==> src/fhc_pkg.sv <==
// Shared types, codes and the byte-wide CRC-32 update for the frame header checker.
// Used by the result interface, the parser, the response queue, the top level and the checker.
package fhc_pkg;

   // framing constants
   localparam int unsigned HDR_BYTES = 44;
   localparam int unsigned ENV_BYTES = 48;
   localparam int unsigned HDR_CRC_SPAN = 22;
   localparam int unsigned HDR_BITS = HDR_BYTES * 8;
   localparam int unsigned POS_W = 25;

   localparam logic [31:0] CRC_POLY = 32'hEDB8_8320;
   localparam logic [31:0] CRC_INIT = 32'hFFFF_FFFF;

   // configuration port
   localparam int unsigned CSR_INDEX_W = 3;
   localparam int unsigned CSR_DATA_W = 32;

   typedef enum logic [CSR_INDEX_W-1:0] {
      CSR_FRAME_MAGIC       = 3'd0,
      CSR_KNOWN_FLAG_MASK   = 3'd1,
      CSR_MAJOR_VERSION     = 3'd2,
      CSR_MINOR_VERSION     = 3'd3,
      CSR_KIND_LIMIT        = 3'd4,
      CSR_MAX_PAYLOAD_BYTES = 3'd5
   } csr_index_type;

   // result item kinds
   typedef enum logic [1:0] {
      ITEM_ENVELOPE = 2'd0,
      ITEM_PAYLOAD  = 2'd1,
      ITEM_VERDICT  = 2'd2
   } item_kind_type;

   // verdict codes
   typedef enum logic [3:0] {
      ST_OK          = 4'd0,
      ST_CLOSED      = 4'd1,
      ST_SHORT_HDR   = 4'd2,
      ST_BAD_MAGIC   = 4'd3,
      ST_BAD_LENGTH  = 4'd4,
      ST_BAD_CRC     = 4'd5,
      ST_BAD_VERSION = 4'd6,
      ST_BAD_FLAGS   = 4'd7,
      ST_BAD_KIND    = 4'd8,
      ST_SHORT_BODY  = 4'd9
   } status_type;

   // everything one input item can produce: at most one data result, then at most one verdict
   typedef struct packed {
      logic              data_vld;
      item_kind_type     data_kind;
      logic [2:0]        word_index;
      logic [63:0]       envelope_word;
      logic [7:0]        payload_byte;
      logic              verd_vld;
      status_type        status;
      logic [15:0]       kind;
      logic [15:0]       flag_bits;
      logic [63:0]       session_high;
      logic [63:0]       session_low;
      logic [POS_W-1:0]  consumed_bytes;
   } entry_type;

   // one result item as shown on the output channel
   typedef struct packed {
      item_kind_type     item_type;
      logic [2:0]        word_index;
      logic [63:0]       envelope_word;
      logic [7:0]        payload_byte;
      status_type        status;
      logic [15:0]       kind;
      logic [15:0]       flag_bits;
      logic [63:0]       session_high;
      logic [63:0]       session_low;
      logic [POS_W-1:0]  consumed_bytes;
      logic              last_of_run;
   } result_type;

   // reflected CRC-32, one byte per call
   function automatic logic [31:0] crc32_feed(input logic [31:0] crc, input logic [7:0] data);
      logic [31:0] c;
      c = crc ^ {24'd0, data};
      for (int i = 0; i < 8; i++) begin
         c = c[0] ? ((c >> 1) ^ CRC_POLY) : (c >> 1);
      end
      return c;
   endfunction

endpackage

==> src/fhc_parser.sv <==
// Frame parser: header shift line, CRC, header checks, envelope gathering, verdicts.
// Depends on fhc_pkg. Produces at most one queue entry per accepted input item.
module fhc_parser (
   input  logic              clock,
   input  logic              reset,
   input  logic              accept,
   input  logic [7:0]        data_byte,
   input  logic              byte_present,
   input  logic              buffer_end,
   input  logic [31:0]       frame_magic,
   input  logic [15:0]       known_flag_mask,
   input  logic [15:0]       major_version,
   input  logic [15:0]       minor_version,
   input  logic [15:0]       kind_limit,
   input  logic [23:0]       max_payload_bytes,
   output logic              push,
   output fhc_pkg::entry_type push_entry
);
   import fhc_pkg::*;

   typedef enum logic [2:0] {
      PH_HEADER  = 3'b001,
      PH_BODY    = 3'b010,
      PH_DISCARD = 3'b100
   } phase_type;

   localparam logic [POS_W-1:0] LAST_HDR_POS = POS_W'(HDR_BYTES - 1);
   localparam logic [POS_W-1:0] CRC_SPAN_POS = POS_W'(HDR_CRC_SPAN);
   localparam logic [POS_W-1:0] BODY_START   = POS_W'(HDR_BYTES);
   localparam logic [POS_W-1:0] ENV_END_POS  = POS_W'(HDR_BYTES + ENV_BYTES);

   phase_type            phase_ff, phase_in;
   logic [POS_W-1:0]     pos_ff, pos_in;
   logic [31:0]          crc_ff, crc_in;
   logic [HDR_BITS-1:0]  hdr_ff, hdr_in;
   logic [55:0]          env_ff, env_in;
   logic [POS_W-1:0]     end_pos_ff, end_pos_in;

   logic [HDR_BITS-1:0]  hdr_shift;
   status_type           hdr_status;
   logic [31:0]          crc_body;
   logic [POS_W-1:0]     body_off;
   logic [POS_W-1:0]     len_limit;
   entry_type            entry;

   // header fields, little-endian, once all header bytes have been shifted in
   logic [31:0] f_magic, f_blen, f_hcrc;
   logic [15:0] f_hsize, f_kind, f_flags, f_major, f_minor, f_resv;

   assign hdr_shift = {data_byte, hdr_ff[HDR_BITS-1:8]};
   assign f_magic   = hdr_shift[31:0];
   assign f_hsize   = hdr_shift[47:32];
   assign f_kind    = hdr_shift[63:48];
   assign f_flags   = hdr_shift[79:64];
   assign f_major   = hdr_shift[95:80];
   assign f_minor   = hdr_shift[111:96];
   assign f_blen    = hdr_shift[143:112];
   assign f_hcrc    = hdr_shift[207:176];
   assign f_resv    = hdr_shift[223:208];

   assign len_limit = {1'b0, max_payload_bytes} + POS_W'(ENV_BYTES);
   assign crc_body  = crc32_feed(crc_ff, data_byte);
   assign body_off  = pos_ff - BODY_START;

   // header checks in their fixed order; header CRC is complete before the last byte
   always_comb begin
      priority if (f_magic != frame_magic)                    hdr_status = ST_BAD_MAGIC;
      else if (f_hsize != 16'(HDR_BYTES))                     hdr_status = ST_BAD_LENGTH;
      else if ((crc_ff ^ CRC_INIT) != f_hcrc)                 hdr_status = ST_BAD_CRC;
      else if (f_major != major_version)                      hdr_status = ST_BAD_VERSION;
      else if (f_minor > minor_version)                       hdr_status = ST_BAD_VERSION;
      else if (f_resv != 16'd0)                               hdr_status = ST_BAD_FLAGS;
      else if ((f_flags & ~known_flag_mask) != 16'd0)         hdr_status = ST_BAD_FLAGS;
      else if (f_kind == 16'd0 || f_kind >= kind_limit)       hdr_status = ST_BAD_KIND;
      else if (f_blen < 32'(ENV_BYTES))                       hdr_status = ST_BAD_LENGTH;
      else if (f_blen > {7'd0, len_limit})                    hdr_status = ST_BAD_LENGTH;
      else                                                    hdr_status = ST_OK;
   end

   // next state and the entry for this item
   always_comb begin
      phase_in   = phase_ff;
      pos_in     = pos_ff;
      crc_in     = crc_ff;
      hdr_in     = hdr_ff;
      env_in     = env_ff;
      end_pos_in = end_pos_ff;
      entry      = '0;

      if (accept) begin
         if (byte_present) begin
            unique case (phase_ff)
               PH_HEADER: begin
                  hdr_in = hdr_shift;
                  if (pos_ff < CRC_SPAN_POS) crc_in = crc_body;
                  pos_in = pos_ff + 1'b1;
                  if (pos_ff == LAST_HDR_POS) begin
                     if (hdr_status != ST_OK) begin
                        entry.verd_vld = 1'b1;
                        entry.status   = hdr_status;
                        phase_in       = PH_DISCARD;
                     end else begin
                        end_pos_in = f_blen[POS_W-1:0] + BODY_START;
                        crc_in     = CRC_INIT;
                        phase_in   = PH_BODY;
                     end
                  end
               end
               PH_BODY: begin
                  crc_in = crc_body;
                  if (pos_ff < ENV_END_POS) begin
                     env_in = {data_byte, env_ff[55:8]};
                     if (body_off[2:0] == 3'd7) begin
                        entry.data_vld      = 1'b1;
                        entry.data_kind     = ITEM_ENVELOPE;
                        entry.word_index    = body_off[5:3];
                        entry.envelope_word = {data_byte, env_ff};
                     end
                  end else begin
                     entry.data_vld     = 1'b1;
                     entry.data_kind    = ITEM_PAYLOAD;
                     entry.payload_byte = data_byte;
                  end
                  pos_in = pos_ff + 1'b1;
                  // last body byte: body CRC verdict
                  if (pos_in == end_pos_ff) begin
                     entry.verd_vld     = 1'b1;
                     entry.kind         = hdr_ff[63:48];
                     entry.flag_bits    = hdr_ff[79:64];
                     entry.session_high = hdr_ff[287:224];
                     entry.session_low  = hdr_ff[351:288];
                     if ((crc_body ^ CRC_INIT) == hdr_ff[175:144]) begin
                        entry.status         = ST_OK;
                        entry.consumed_bytes = pos_in;
                     end else begin
                        entry.status = ST_BAD_CRC;
                     end
                     phase_in = PH_HEADER;
                     pos_in   = '0;
                     crc_in   = CRC_INIT;
                  end
               end
               PH_DISCARD: begin
               end
               default: begin
               end
            endcase
         end

         // end of buffer: report an unfinished frame or a closed empty buffer, then wait for a new header
         if (buffer_end) begin
            unique case (phase_in)
               PH_BODY: begin
                  entry.verd_vld     = 1'b1;
                  entry.status       = ST_SHORT_BODY;
                  entry.kind         = hdr_in[63:48];
                  entry.flag_bits    = hdr_in[79:64];
                  entry.session_high = hdr_in[287:224];
                  entry.session_low  = hdr_in[351:288];
               end
               PH_HEADER: begin
                  if (pos_in != '0) begin
                     entry.verd_vld = 1'b1;
                     entry.status   = ST_SHORT_HDR;
                  end else if (!byte_present) begin
                     entry.verd_vld = 1'b1;
                     entry.status   = ST_CLOSED;
                  end
               end
               PH_DISCARD: begin
               end
               default: begin
               end
            endcase
            phase_in = PH_HEADER;
            pos_in   = '0;
            crc_in   = CRC_INIT;
         end
      end
   end

   assign push       = accept && (entry.data_vld || entry.verd_vld);
   assign push_entry = entry;

   // control state
   always_ff @(posedge clock) begin
      if (reset) begin
         phase_ff <= PH_HEADER;
         pos_ff   <= '0;
         crc_ff   <= CRC_INIT;
      end else begin
         phase_ff <= phase_in;
         pos_ff   <= pos_in;
         crc_ff   <= crc_in;
      end
   end

   // header bytes, envelope bytes and frame end position
   always_ff @(posedge clock) begin
      hdr_ff     <= hdr_in;
      env_ff     <= env_in;
      end_pos_ff <= end_pos_in;
   end

endmodule

==> config.mk <==
export PLATFORM = sky130hd
export DESIGN_NAME = fhc_parser
export DESIGN_NICKNAME = d
export VERILOG_FILES = /design/src/fhc_pkg.sv /design/src/fhc_parser.sv
export SDC_FILE = /design/constraint.sdc
export NUM_CORES = 1
export LEC_CHECK = 0
export BUFFER_PORTS_ARGS = -buffer_cell sky130_fd_sc_hd__clkbuf_2
export CAP_MARGIN = 40
export CORE_MARGIN = 8
export CORE_UTILIZATION = 45
export CTS_BUF_LIST = sky130_fd_sc_hd__clkbuf_8
export DETAILED_ROUTE_END_ITERATION = 10
export MAX_ROUTING_LAYER = met4
export PLACE_DENSITY = 0.68
export SYNTH_ARGS = -nofsm -noshare
export SYNTH_HDL_FRONTEND = slang
export SYNTH_SLANG_ARGS = --single-unit
==> constraint.sdc <==
create_clock -name clock -period 23.2 [get_ports clock]
set_input_delay 5.8 -clock clock [delete_from_list [all_inputs] [get_ports clock]]
set_output_delay 5.8 -clock clock [all_outputs]
set_load 0.03 [all_outputs]
==> results of run 1 <==
## how the worst max path moves through the flow
stage               cells past startpoint  slack, ns               to                 start
global route                           23       5.07  push_entry[114]  max_payload_bytes[8]
CTS                                    23       5.58  push_entry[108]  max_payload_bytes[8]
global placement                       22       5.59  push_entry[110]  max_payload_bytes[4]
detailed placement                     23       5.60  push_entry[108]  max_payload_bytes[4]
finish                                 23       5.46  push_entry[102]  max_payload_bytes[8]
floorplan                              21       7.42  push_entry[169]  max_payload_bytes[4]
## synth_stat cells (12+ instances only)
cell type / number
and3_1: 85
o22ai_1: 36
a22oi_1: 163
nand2b_1: 42
buf_2: 36
nor3_1: 24
clkbuf_1: 115
xor2_1: 113
dfxtp_1: 60
nor2b_1: 26
nand2_1: 559
edfxtp_1: 425
or3_1: 17
nand4_1: 46
nand3_1: 39
nor2_1: 250
a21o_1: 16
and2_1: 19
nor4_1: 56
and4_1: 12
o21ai_0: 28
inv_1: 57
a21oi_1: 55
ha_1: 63
xnor2_1: 151
## state kept, by name, indices dropped and copies added, names as in the netlist
signal and cells:
hdr_ff 344, end_pos_ff 25, pos_ff 25, env_ff 56
crc_ff 32, phase_ff 3
## power groups by stage
stage | combinational, mW | clock (mW) | sequential (mW)
finish | 0.263 | 0.825 | 1.04
floorplan | 0.182 | 0 | 1.04
global route | 0.291 | 0.882 | 1.04
CTS | 0.263 | 0.846 | 1.04
detailed placement | 0.261 | 0 | 1.06
global placement | 0.251 | 0 | 1.06
## cell type report
class | count | area, µm² | share of cell area
multi-input cells | 1941 | 11650 | 0.3748
clock inverters | 65 | 479.2 | 0.01542
flip-flops and latches | 485 | 13960 | 0.4492
inverters | 58 | 222.7 | 0.007165
repair buffers | 438 | 2517 | 0.08099
clock buffers | 93 | 1280 | 0.04118
diodes | 2 | 5.005 | 0.0001610
well taps | 773 | 967.2 | 0.03112
## layer usage
metal	share of wire	routed length, µm	track usage	vias up
met5	0	0	-	-
met4	0.024	2050	0.07639	0
met3	0.081	6779	0.05077	146
met2	0.46	38750	0.3758	1011
met1	0.43	36140	0.3330	10579
li1	-	-	-	10247
## layout by cell type, fill, tap and decap left out, types with 84 or more instances in the layout
master / synthesis / final
clkbuf_8: 0 / 93
inv_1: 57 / 86
and3_1: 85 / 84
nand2_1: 559 / 558
a22oi_1: 163 / 163
nor2_1: 250 / 248
xor2_1: 113 / 113
edfxtp_1: 425 / 425
xnor2_1: 151 / 151
clkbuf_2: 0 / 399
## through the flow
stage	setup slack [ns]	total power [mW]	cell area, µm²	hold WS, ns
floorplan	7.424	1.225	26460	0.4003
global placement	5.595	1.307	28970	0.4009
detailed placement	5.603	1.317	29310	0.4075
CTS	5.580	2.147	31070	0.3816
global route	5.074	2.217	31080	0.3933
finish	5.461	2.127	31080	0.3920
## worst register-to-register path: stages, from the launching register on
cell	delay, ns
dfxtp_1	0.66
ha_1	0.31
ha_2	0.37
xnor2_1	0.15
or4_1	0.50
or4_1	0.50
or4_4	0.57
nor4_4	0.55
and2_4	0.57
nor2_1	0.29
and2_0	0.23
o21ai_0	0.15
a21oi_1	0.09
## logic make-up (layout without fill, tap and decap cells)
logic type,Yosys count,after routing,share of synthesized area
xor+xnor,269,269,0.09095
flops,485,485,0.5278
fa+ha+maj,63,63,0.02980
compound gates,390,390,0.1034
mux,6,6,0.002317
simple gates,1212,1212,0.2121
other cells,1,3,0.0001417
buf+inv,219,654,0.03348
==> metrics.csv, run 1 <==
metric,value,unit
status,"finished, final reports clean",
clkTransAtPathRegs,0.06,ns
grt_pass1_vias,21878,
slew_viol_final,0,
maxSlewHeadroom,0.3615,
rsz0062_at_grt,false,
wl_per_cell,21.72,µm
cellLeakagePower,12.53,nW
wl,83.71,mm
cp.buffers_inverters,5,
syn_to_final_growth,17.49,%
synth_nets,2841,
via_count,21983,
cts_resized,0,
dieArea,66800,µm²
clockBufferDepth,3,
clk_latency,0.71,ns
dp_cells,3694,
cts_tree,done,
hold_end,hdr_ff[170],
clock-root-buffer,clkbuf_8,
final_cells,3855,
hold_class,reg -> reg,
r2r-start,pos_ff[0],
place_congestion,0.9877,
drc,0,
p_switching,0.5928,mW
critPathMaxFanout,63,
grt_max_degree,90,
synthArstFlopShare,0,
r2r_setup_slack,18.11,ns
drt_iter0_markers,2344,
port-buffer-count,400,
rows,89,
grt_use_total,0.2476,
arrival,11.94,ns
hold_violations,0,
finClkSkew,0.05143,ns
period_minus_slack,17.74,ns
ant_nets,0,
die_h,258.5,µm
synth_area_leaders,"edfxtp_1 (48%), nand2_1 (7.9%), xnor2_1 (5.0%)",
viasPerCell,5.702,
critical_path_class,in -> out,
cp_top_family,compound AO/OA/AOI/OAI gates,
cts_setup_buffers,0,
drive_gt1_frac,0.1899,
yosysSeqAreaShare,0.5278,
yosysUniqueCellTypes,88,
cap_violations,0,
synth_edf_count,425,
cp_slowest_cell,a2111oi_1,
p_int,1.534,mW
netlist_instances,2645,
cp-end-kind,output port,
dpl.hpwl,60.03,mm
ctsHoldBuffers,0,
htreeDepth,3,
crit_chain,clkbuf_2 -> and3_1 -> nand3_1 -> nor3_1 -> and2_1 -> nand2_1 -> xor2_1 -> ha_1 -> a2111oi_0 -> o31ai_1 -> o32ai_1 -> nand4_1 -> a21o_1 -> a2111oi_1 -> and3_1 -> a21oi_1 -> a211oi_4 -> buf_4 -> buf_4 -> buf_16 -> a22oi_1 -> nor2_1 -> clkbuf_2,
gr-total-overflow,0,
totalNegativeSetupSlack,0,ns
final_util,0.5307,
synth_top_area_frac,0.4824,
finalCritPeriodShare,0.7646,
ff2ff_path_depth,12,
antenna_found_initial,2,
final-setup-viol-count,0,
ys.flop_type,edfxtp_1,
cp-start-kind,input pin,
core,58570,µm²
layout.nets,3206,
yosysTopAreaCell,edfxtp_1,
nFillCells,5383,
netlist_area,26460,µm²
avgSynthCellArea,10.00,µm²
start_util,0.4517,
crit_required,17.40,ns
tightestPinTransition,0.9578,ns
clockPowerShare,0.388,
r2r_end,pos_ff[23],
grt_pass1_wl,128.1,mm
power.density,68.43,nW/µm²
ioPinCount,402,
ys.warnings.count,0,
cts_buffers,86,
sequentialPowerShare,0.488,
ys_seq_elements,485,
max_stage_delay,0.69,ns
fmax,56.37,MHz
p_sw_frac,0.2787,
firstDrtPassIters,6,
hold_path_depth,0,
ir_drop,0.04897,mV
combPwrFrac,0.124,
cts_sinks,485,
fp.dieW,258.5,µm
hold_start,hdr_ff[178],
No activity file was read; power rests on OpenSTA's default activity.
==> run 2, diff against run 1 <==
==> constraint.sdc (replaced) <==
create_clock -name clock -period 16.7 [get_ports clock]
set_input_delay 4.175 -clock clock [delete_from_list [all_inputs] [get_ports clock]]
set_output_delay 4.175 -clock clock [all_outputs]
set_load 0.03 [all_outputs]
==> metrics.csv, run 2 (synthesis gave the netlist of run 1 again) <==
metric,value,unit,change
hold_class,reg -> reg,,
grt_pass1_vias,21880,,+0.0091%
start_util,0.4517,,unchanged
ant_nets,0,,unchanged
rsz0062_at_grt,false,,
place_congestion,1.029,,+4.2%
maxSlewHeadroom,0.3743,,+0.01286
syn_to_final_growth,17.13,%,
cts_resized,0,,unchanged
cp-start-kind,input pin,,
clkTransAtPathRegs,0.06,ns,about the same
p_int,2.127,mW,+39%
status,"finished, final reports clean",,
wl,83.79,mm,about the same
cp_top_family,compound AO/OA/AOI/OAI gates,,
gr-total-overflow,0,,unchanged
port-buffer-count,400,,unchanged
top_register,hdr_ff,,
drc,0,,unchanged
ir_drop,0.06704,mV,+37%
largest_registers,"hdr_ff: 344 flops, env_ff: 56 flops, crc_ff: 32 flops",,
cap_violations,0,,unchanged
r2r_end,pos_ff[23],,
antenna_found_initial,1,,-1
rows,89,,unchanged
crit_chain,clkbuf_2 -> and3_1 -> nand3_1 -> nor3_1 -> nand2_1 -> nor2_1 -> xnor2_1 -> ha_1 -> a2111oi_0 -> o31ai_1 -> o32ai_1 -> nand4_1 -> a21o_1 -> a2111oi_1 -> and3_1 -> a21oi_1 -> a211oi_4 -> buf_12 -> a22oi_1 -> nor2_1 -> clkbuf_2,,
p_switching,0.8141,mW,+37%
hold_end,hdr_ff[173],,
p_sw_frac,0.2768,,-0.001915
cp-end-kind,output port,,
cts_sinks,485,,unchanged
dieArea,66800,µm²,unchanged
crit_required,12.52,ns,-4.88 ns
die_h,258.5,µm,unchanged
ioPinCount,402,,unchanged
tightestPinTransition,0.9318,ns,-0.02599 ns
wl_per_cell,21.74,µm,about the same
ctsHoldBuffers,0,,unchanged
finClkSkew,0.04823,ns,-0.003201 ns
cp.buffers_inverters,3,,-2
sequentialPowerShare,0.491,,+0.003
fmax,71.76,MHz,
critPathMaxFanout,163,,+160%
max_stage_delay,0.71,ns,+0.02 ns
dpl.hpwl,59.90,mm,-0.21%
cts_buffers,88,,+2.3%
via_count,22101,,+0.54%
fp.dieW,258.5,µm,unchanged
arrival,9.76,ns,-2.18 ns
ff2ff_path_depth,12,,unchanged
combPwrFrac,0.124,,about the same
totalNegativeSetupSlack,0,ns,unchanged
hold_violations,0,,unchanged
viasPerCell,5.733,,+0.54%
p_total,2.941,mW,+38%
core,58570,µm²,unchanged
firstDrtPassIters,6,,unchanged
clk_latency,0.69,ns,-0.02 ns
final_common_cell,nand2_1,,
period_minus_slack,13.94,ns,
grt_max_degree,164,,+82%
grt_pass1_wl,127.6,mm,-0.42%
cts_setup_buffers,0,,unchanged
cellLeakagePower,12.48,nW,-0.39%
final_cell_mix,"nand2_1 (558), edfxtp_1 (425), clkbuf_2 (399)",,
drive_gt1_frac,0.1886,,-0.001299
r2r-start,pos_ff[0],,
finalCritPeriodShare,0.8345,,
r2r_setup_slack,11.23,ns,-6.88 ns
final-setup-viol-count,0,,unchanged
power.density,94.91,nW/µm²,+39%
cts_tree,done,,
clockBufferDepth,3,,unchanged
slew_viol_final,0,,unchanged
drt_iter0_markers,2314,,-1.3%
largest_reg_flops,344,,unchanged
clockPowerShare,0.385,,-0.003
critical_path_class,in -> out,,
layout.nets,3205,,-0.031%
grt_use_total,0.2463,,-0.001324
hold_start,hdr_ff[181],,
hold_path_depth,0,,unchanged
clock-root-buffer,clkbuf_8,,
cp_slowest_cell,a2111oi_1,,
htreeDepth,3,,unchanged
## run 2: cell types whose count changed in the layout (fill, tap and decap cells not counted), sizes merged
cell	delta
clkinvlp	-1
inv	-2
clkdlybuf4s15	+1
buf	-4
clkinv	+6
## run 2: worst max-delay path by stage
stage | start | endpoint | depth (start not counted)
final | max_payload_bytes[8] | push_entry[94] | 21
after global routing | max_payload_bytes[8] | push_entry[94] | 21
after CTS | max_payload_bytes[8] | push_entry[172] | 21
after detailed placement | max_payload_bytes[8] | push_entry[172] | 21
after global placement | max_payload_bytes[4] | push_entry[172] | 21
after floorplan | accept | end_pos_ff[0] | 5
## run 2: power by group through the flow
stage / Combinational [mW] / Clock [mW] / Sequential, mW
2_1_floorplan: 0.252 / 0 / 1.45
3_3_place_gp: 0.349 / 0 / 1.47
3_5_place_dp: 0.362 / 0 / 1.47
4_1_cts: 0.365 / 1.16 / 1.44
5_1_grt: 0.400 / 1.21 / 1.45
6_report: 0.366 / 1.13 / 1.44
## run 2: layer usage
layer | GRT usage | share of wire | vias to the layer above
li1 | - | - | 10231
met1 | 0.3248 | 0.43 | 10617
met2 | 0.3788 | 0.46 | 1090
met3 | 0.05262 | 0.083 | 163
met4 | 0.07843 | 0.030 | 0
met5 | - | 0 | -
## run 2: area by class of cell
cell class                 instances  area, µm²
antenna                            2      5.005
timing repair buffer             435       2434
fill                            5299      27590
multi-input combinational       1941      11650
clock buffer                      93       1280
clock inverter                    68      467.9
inverter                          58      222.7
tap                              773      967.2
sequential                       485      13960
## run 2: per-stage QoR
step                worst slack, ns  area [µm²]    util  hold slack [ns]  std cells
finish                        2.764       30990  0.5291           0.4222       3855
global route                  2.330       30990  0.5290           0.4245       3854
CTS                           2.932       30980  0.5290           0.4204       3853
detailed placement            2.958       29240  0.4991           0.4045       3692
global placement              3.221       28970  0.4946           0.4011       3677
floorplan                     2.612       26460       -           0.4003       2645
==> run 3, diff against run 2 <==
==> constraint.sdc (replaced) <==
create_clock -name clock -period 13.5 [get_ports clock]
set_input_delay 3.375 -clock clock [delete_from_list [all_inputs] [get_ports clock]]
set_output_delay 3.375 -clock clock [all_outputs]
set_load 0.03 [all_outputs]
==> metrics.csv, run 3 (synthesis gave the netlist of run 1 again) <==
metric,value,unit,change
status,"finished, final reports clean",,
cp-start-kind,input pin,,
fin_ws,1.339,ns,-1.425 ns
port-buffer-count,400,,unchanged
totalNegativeSetupSlack,0,ns,unchanged
final_common_cell,nand2_1,,
multiInputGateArea,11650,µm²,unchanged
cts_setup_buffers,0,,unchanged
max_stage_delay,0.74,ns,+0.03 ns
largest_registers,"hdr_ff: 344 flops, env_ff: 56 flops, crc_ff: 32 flops",,
dp_slack,1.381,ns,-1.576 ns
grt_pass1_vias,22141,,+1.2%
ctsHoldBuffers,0,,unchanged
hold_violations,0,,unchanged
wl,83.00,mm,-0.94%
clock-root-buffer,clkbuf_8,,
r2r_setup_slack,8.08,ns,-3.15 ns
p_total,3.489,mW,+19%
cp_slowest_cell,a2111oi_1,,
layout.nets,3205,,unchanged
hold_path_depth,0,,unchanged
antenna_found_initial,2,,+1
ff2ff_path_depth,12,,unchanged
dieArea,66800,µm²,unchanged
regArea,13960,µm²,unchanged
clkTransAtPathRegs,0.06,ns,about the same
viasPerCell,5.719,,-0.24%
maxSlewHeadroom,0.3874,,+0.01308
fp.dieW,258.5,µm,unchanged
fmax,82.23,MHz,
tightestPinTransition,0.9123,ns,-0.01947 ns
top_register,hdr_ff,,
slew_viol_final,0,,unchanged
grt_pass1_wl,127.6,mm,unchanged
critical_path_class,in -> out,,
firstDrtPassIters,6,,unchanged
cts_sinks,485,,unchanged
start_util,0.4517,,unchanged
gr-total-overflow,0,,unchanged
wl_per_cell,21.56,µm,-0.82%
period_minus_slack,12.16,ns,
r2r_end,pos_ff[16],,
ir_drop,0.07845,mV,+17%
crit_chain,clkbuf_2 -> and3_1 -> nand3_1 -> nor3_1 -> and2_1 -> nand2_1 -> xor2_1 -> ha_1 -> a2111oi_0 -> o31ai_1 -> o32ai_1 -> nand4_1 -> a21o_1 -> a2111oi_1 -> and3_1 -> a21oi_1 -> a211oi_4 -> buf_8 -> buf_12 -> a22oi_1 -> nor2_1 -> clkbuf_2,,
cts_resized,0,,unchanged
ant_nets,0,,unchanged
cellLeakagePower,12.45,nW,-0.26%
cp-end-kind,output port,,
cp.buffers_inverters,4,,+1
die_h,258.5,µm,unchanged
ioPinCount,402,,unchanged
nFillCells,5355,,+1.1%
core,58570,µm²,unchanged
finClkSkew,0.04606,ns,-0.002163 ns
r2r-start,pos_ff[0],,
grt_use_total,0.2455,,-0.0007828
drt_iter0_markers,2181,,-5.7%
cts_buffers,84,,-4.5%
final_cell_mix,"nand2_1 (558), edfxtp_1 (425), clkbuf_2 (399)",,
rsz0062_at_grt,false,,
cap_violations,0,,unchanged
clockBufferDepth,3,,unchanged
via_count,22020,,-0.37%
place_congestion,0.9479,,-7.9%
hold_class,reg -> reg,,
grt_max_degree,93,,-43%
arrival,8.79,ns,-0.97 ns
crit_required,10.12,ns,-2.40 ns
cts_tree,done,,
syn_to_final_growth,16.50,%,
largest_reg_flops,344,,unchanged
dpl.hpwl,59.91,mm,about the same
rows,89,,unchanged
drive_gt1_frac,0.1853,,-0.003331
cp_top_family,compound AO/OA/AOI/OAI gates,,
critPathMaxFanout,43,,-74%
hold_slack,0.4025,ns,-0.01968 ns
hold_start,hdr_ff[180],,
drc,0,,unchanged
finalCritPeriodShare,0.9008,,
hold_end,hdr_ff[172],,
clk_latency,0.67,ns,-0.02 ns
power.density,113.2,nW/µm²,+19%
htreeDepth,3,,unchanged
final-setup-viol-count,0,,unchanged
run 3: changes by cell type in the layout (fill, tap and decap cells not counted):
cell,change
inv_1,+9
clkbuf_8,-7
buf_4,+5
bufinv_16,-3
clkdlybuf4s15_2,-2
clkinv_1,-2
clkinv_2,-2
inv_12,-2
buf_16,+1
clkinvlp_4,-1
diode_2,-1
inv_6,-1
inv_8,+1
run 3: final cells by class:
class | instances | area share
Sequential cell | 485 | 0.4531
Multi-Input combinational cell | 1941 | 0.3779
Timing Repair Buffer | 439 | 0.08034
Clock buffer | 86 | 0.03840
Tap cell | 773 | 0.03138
Clock inverter | 67 | 0.01157
Inverter | 58 | 0.007226
Antenna cell | 1 | 0.00008119
run 3: where the power goes:
group | total (mW) | leakage, nW | switching [mW] | internal, mW
Combinational | 0.451 | 6.98 | 0.278 | 0.173
Clock | 1.25 | 0.931 | 0.617 | 0.635
Sequential | 1.79 | 4.54 | 0.0703 | 1.72
Total | 3.49 | 12.5 | 0.965 | 2.52
run 3: worst max-delay path by stage:
stage / cells after the start / to / from / slack, ns
after CTS: 22 / push_entry[173] / max_payload_bytes[8] / 1.33
after global placement: 21 / push_entry[173] / max_payload_bytes[4] / 1.28
after detailed placement: 22 / push_entry[173] / max_payload_bytes[8] / 1.38
final: 22 / push_entry[173] / max_payload_bytes[8] / 1.34
after global routing: 22 / push_entry[173] / max_payload_bytes[8] / 0.83
after floorplan: 5 / end_pos_ff[0] / accept / 0.21
run 3: through the flow:
step | instance area, µm² | utilization | std cells
global route | 30820 | 0.5262 | 3850
CTS | 30820 | 0.5261 | 3849
detailed placement | 29280 | 0.4999 | 3696
floorplan | 26460 | - | 2645
global placement | 29030 | 0.4956 | 3683
finish | 30820 | 0.5262 | 3850
run 3: routing by layer:
layer	wire length, µm	track usage	part of all wire	up-vias
li1	-	-	-	10225
met1	36040	0.3287	0.43	10597
met2	38150	0.3775	0.46	1033
met3	6533	0.04805	0.079	165
met4	2278	0.07327	0.027	0
met5	0	-	0	-
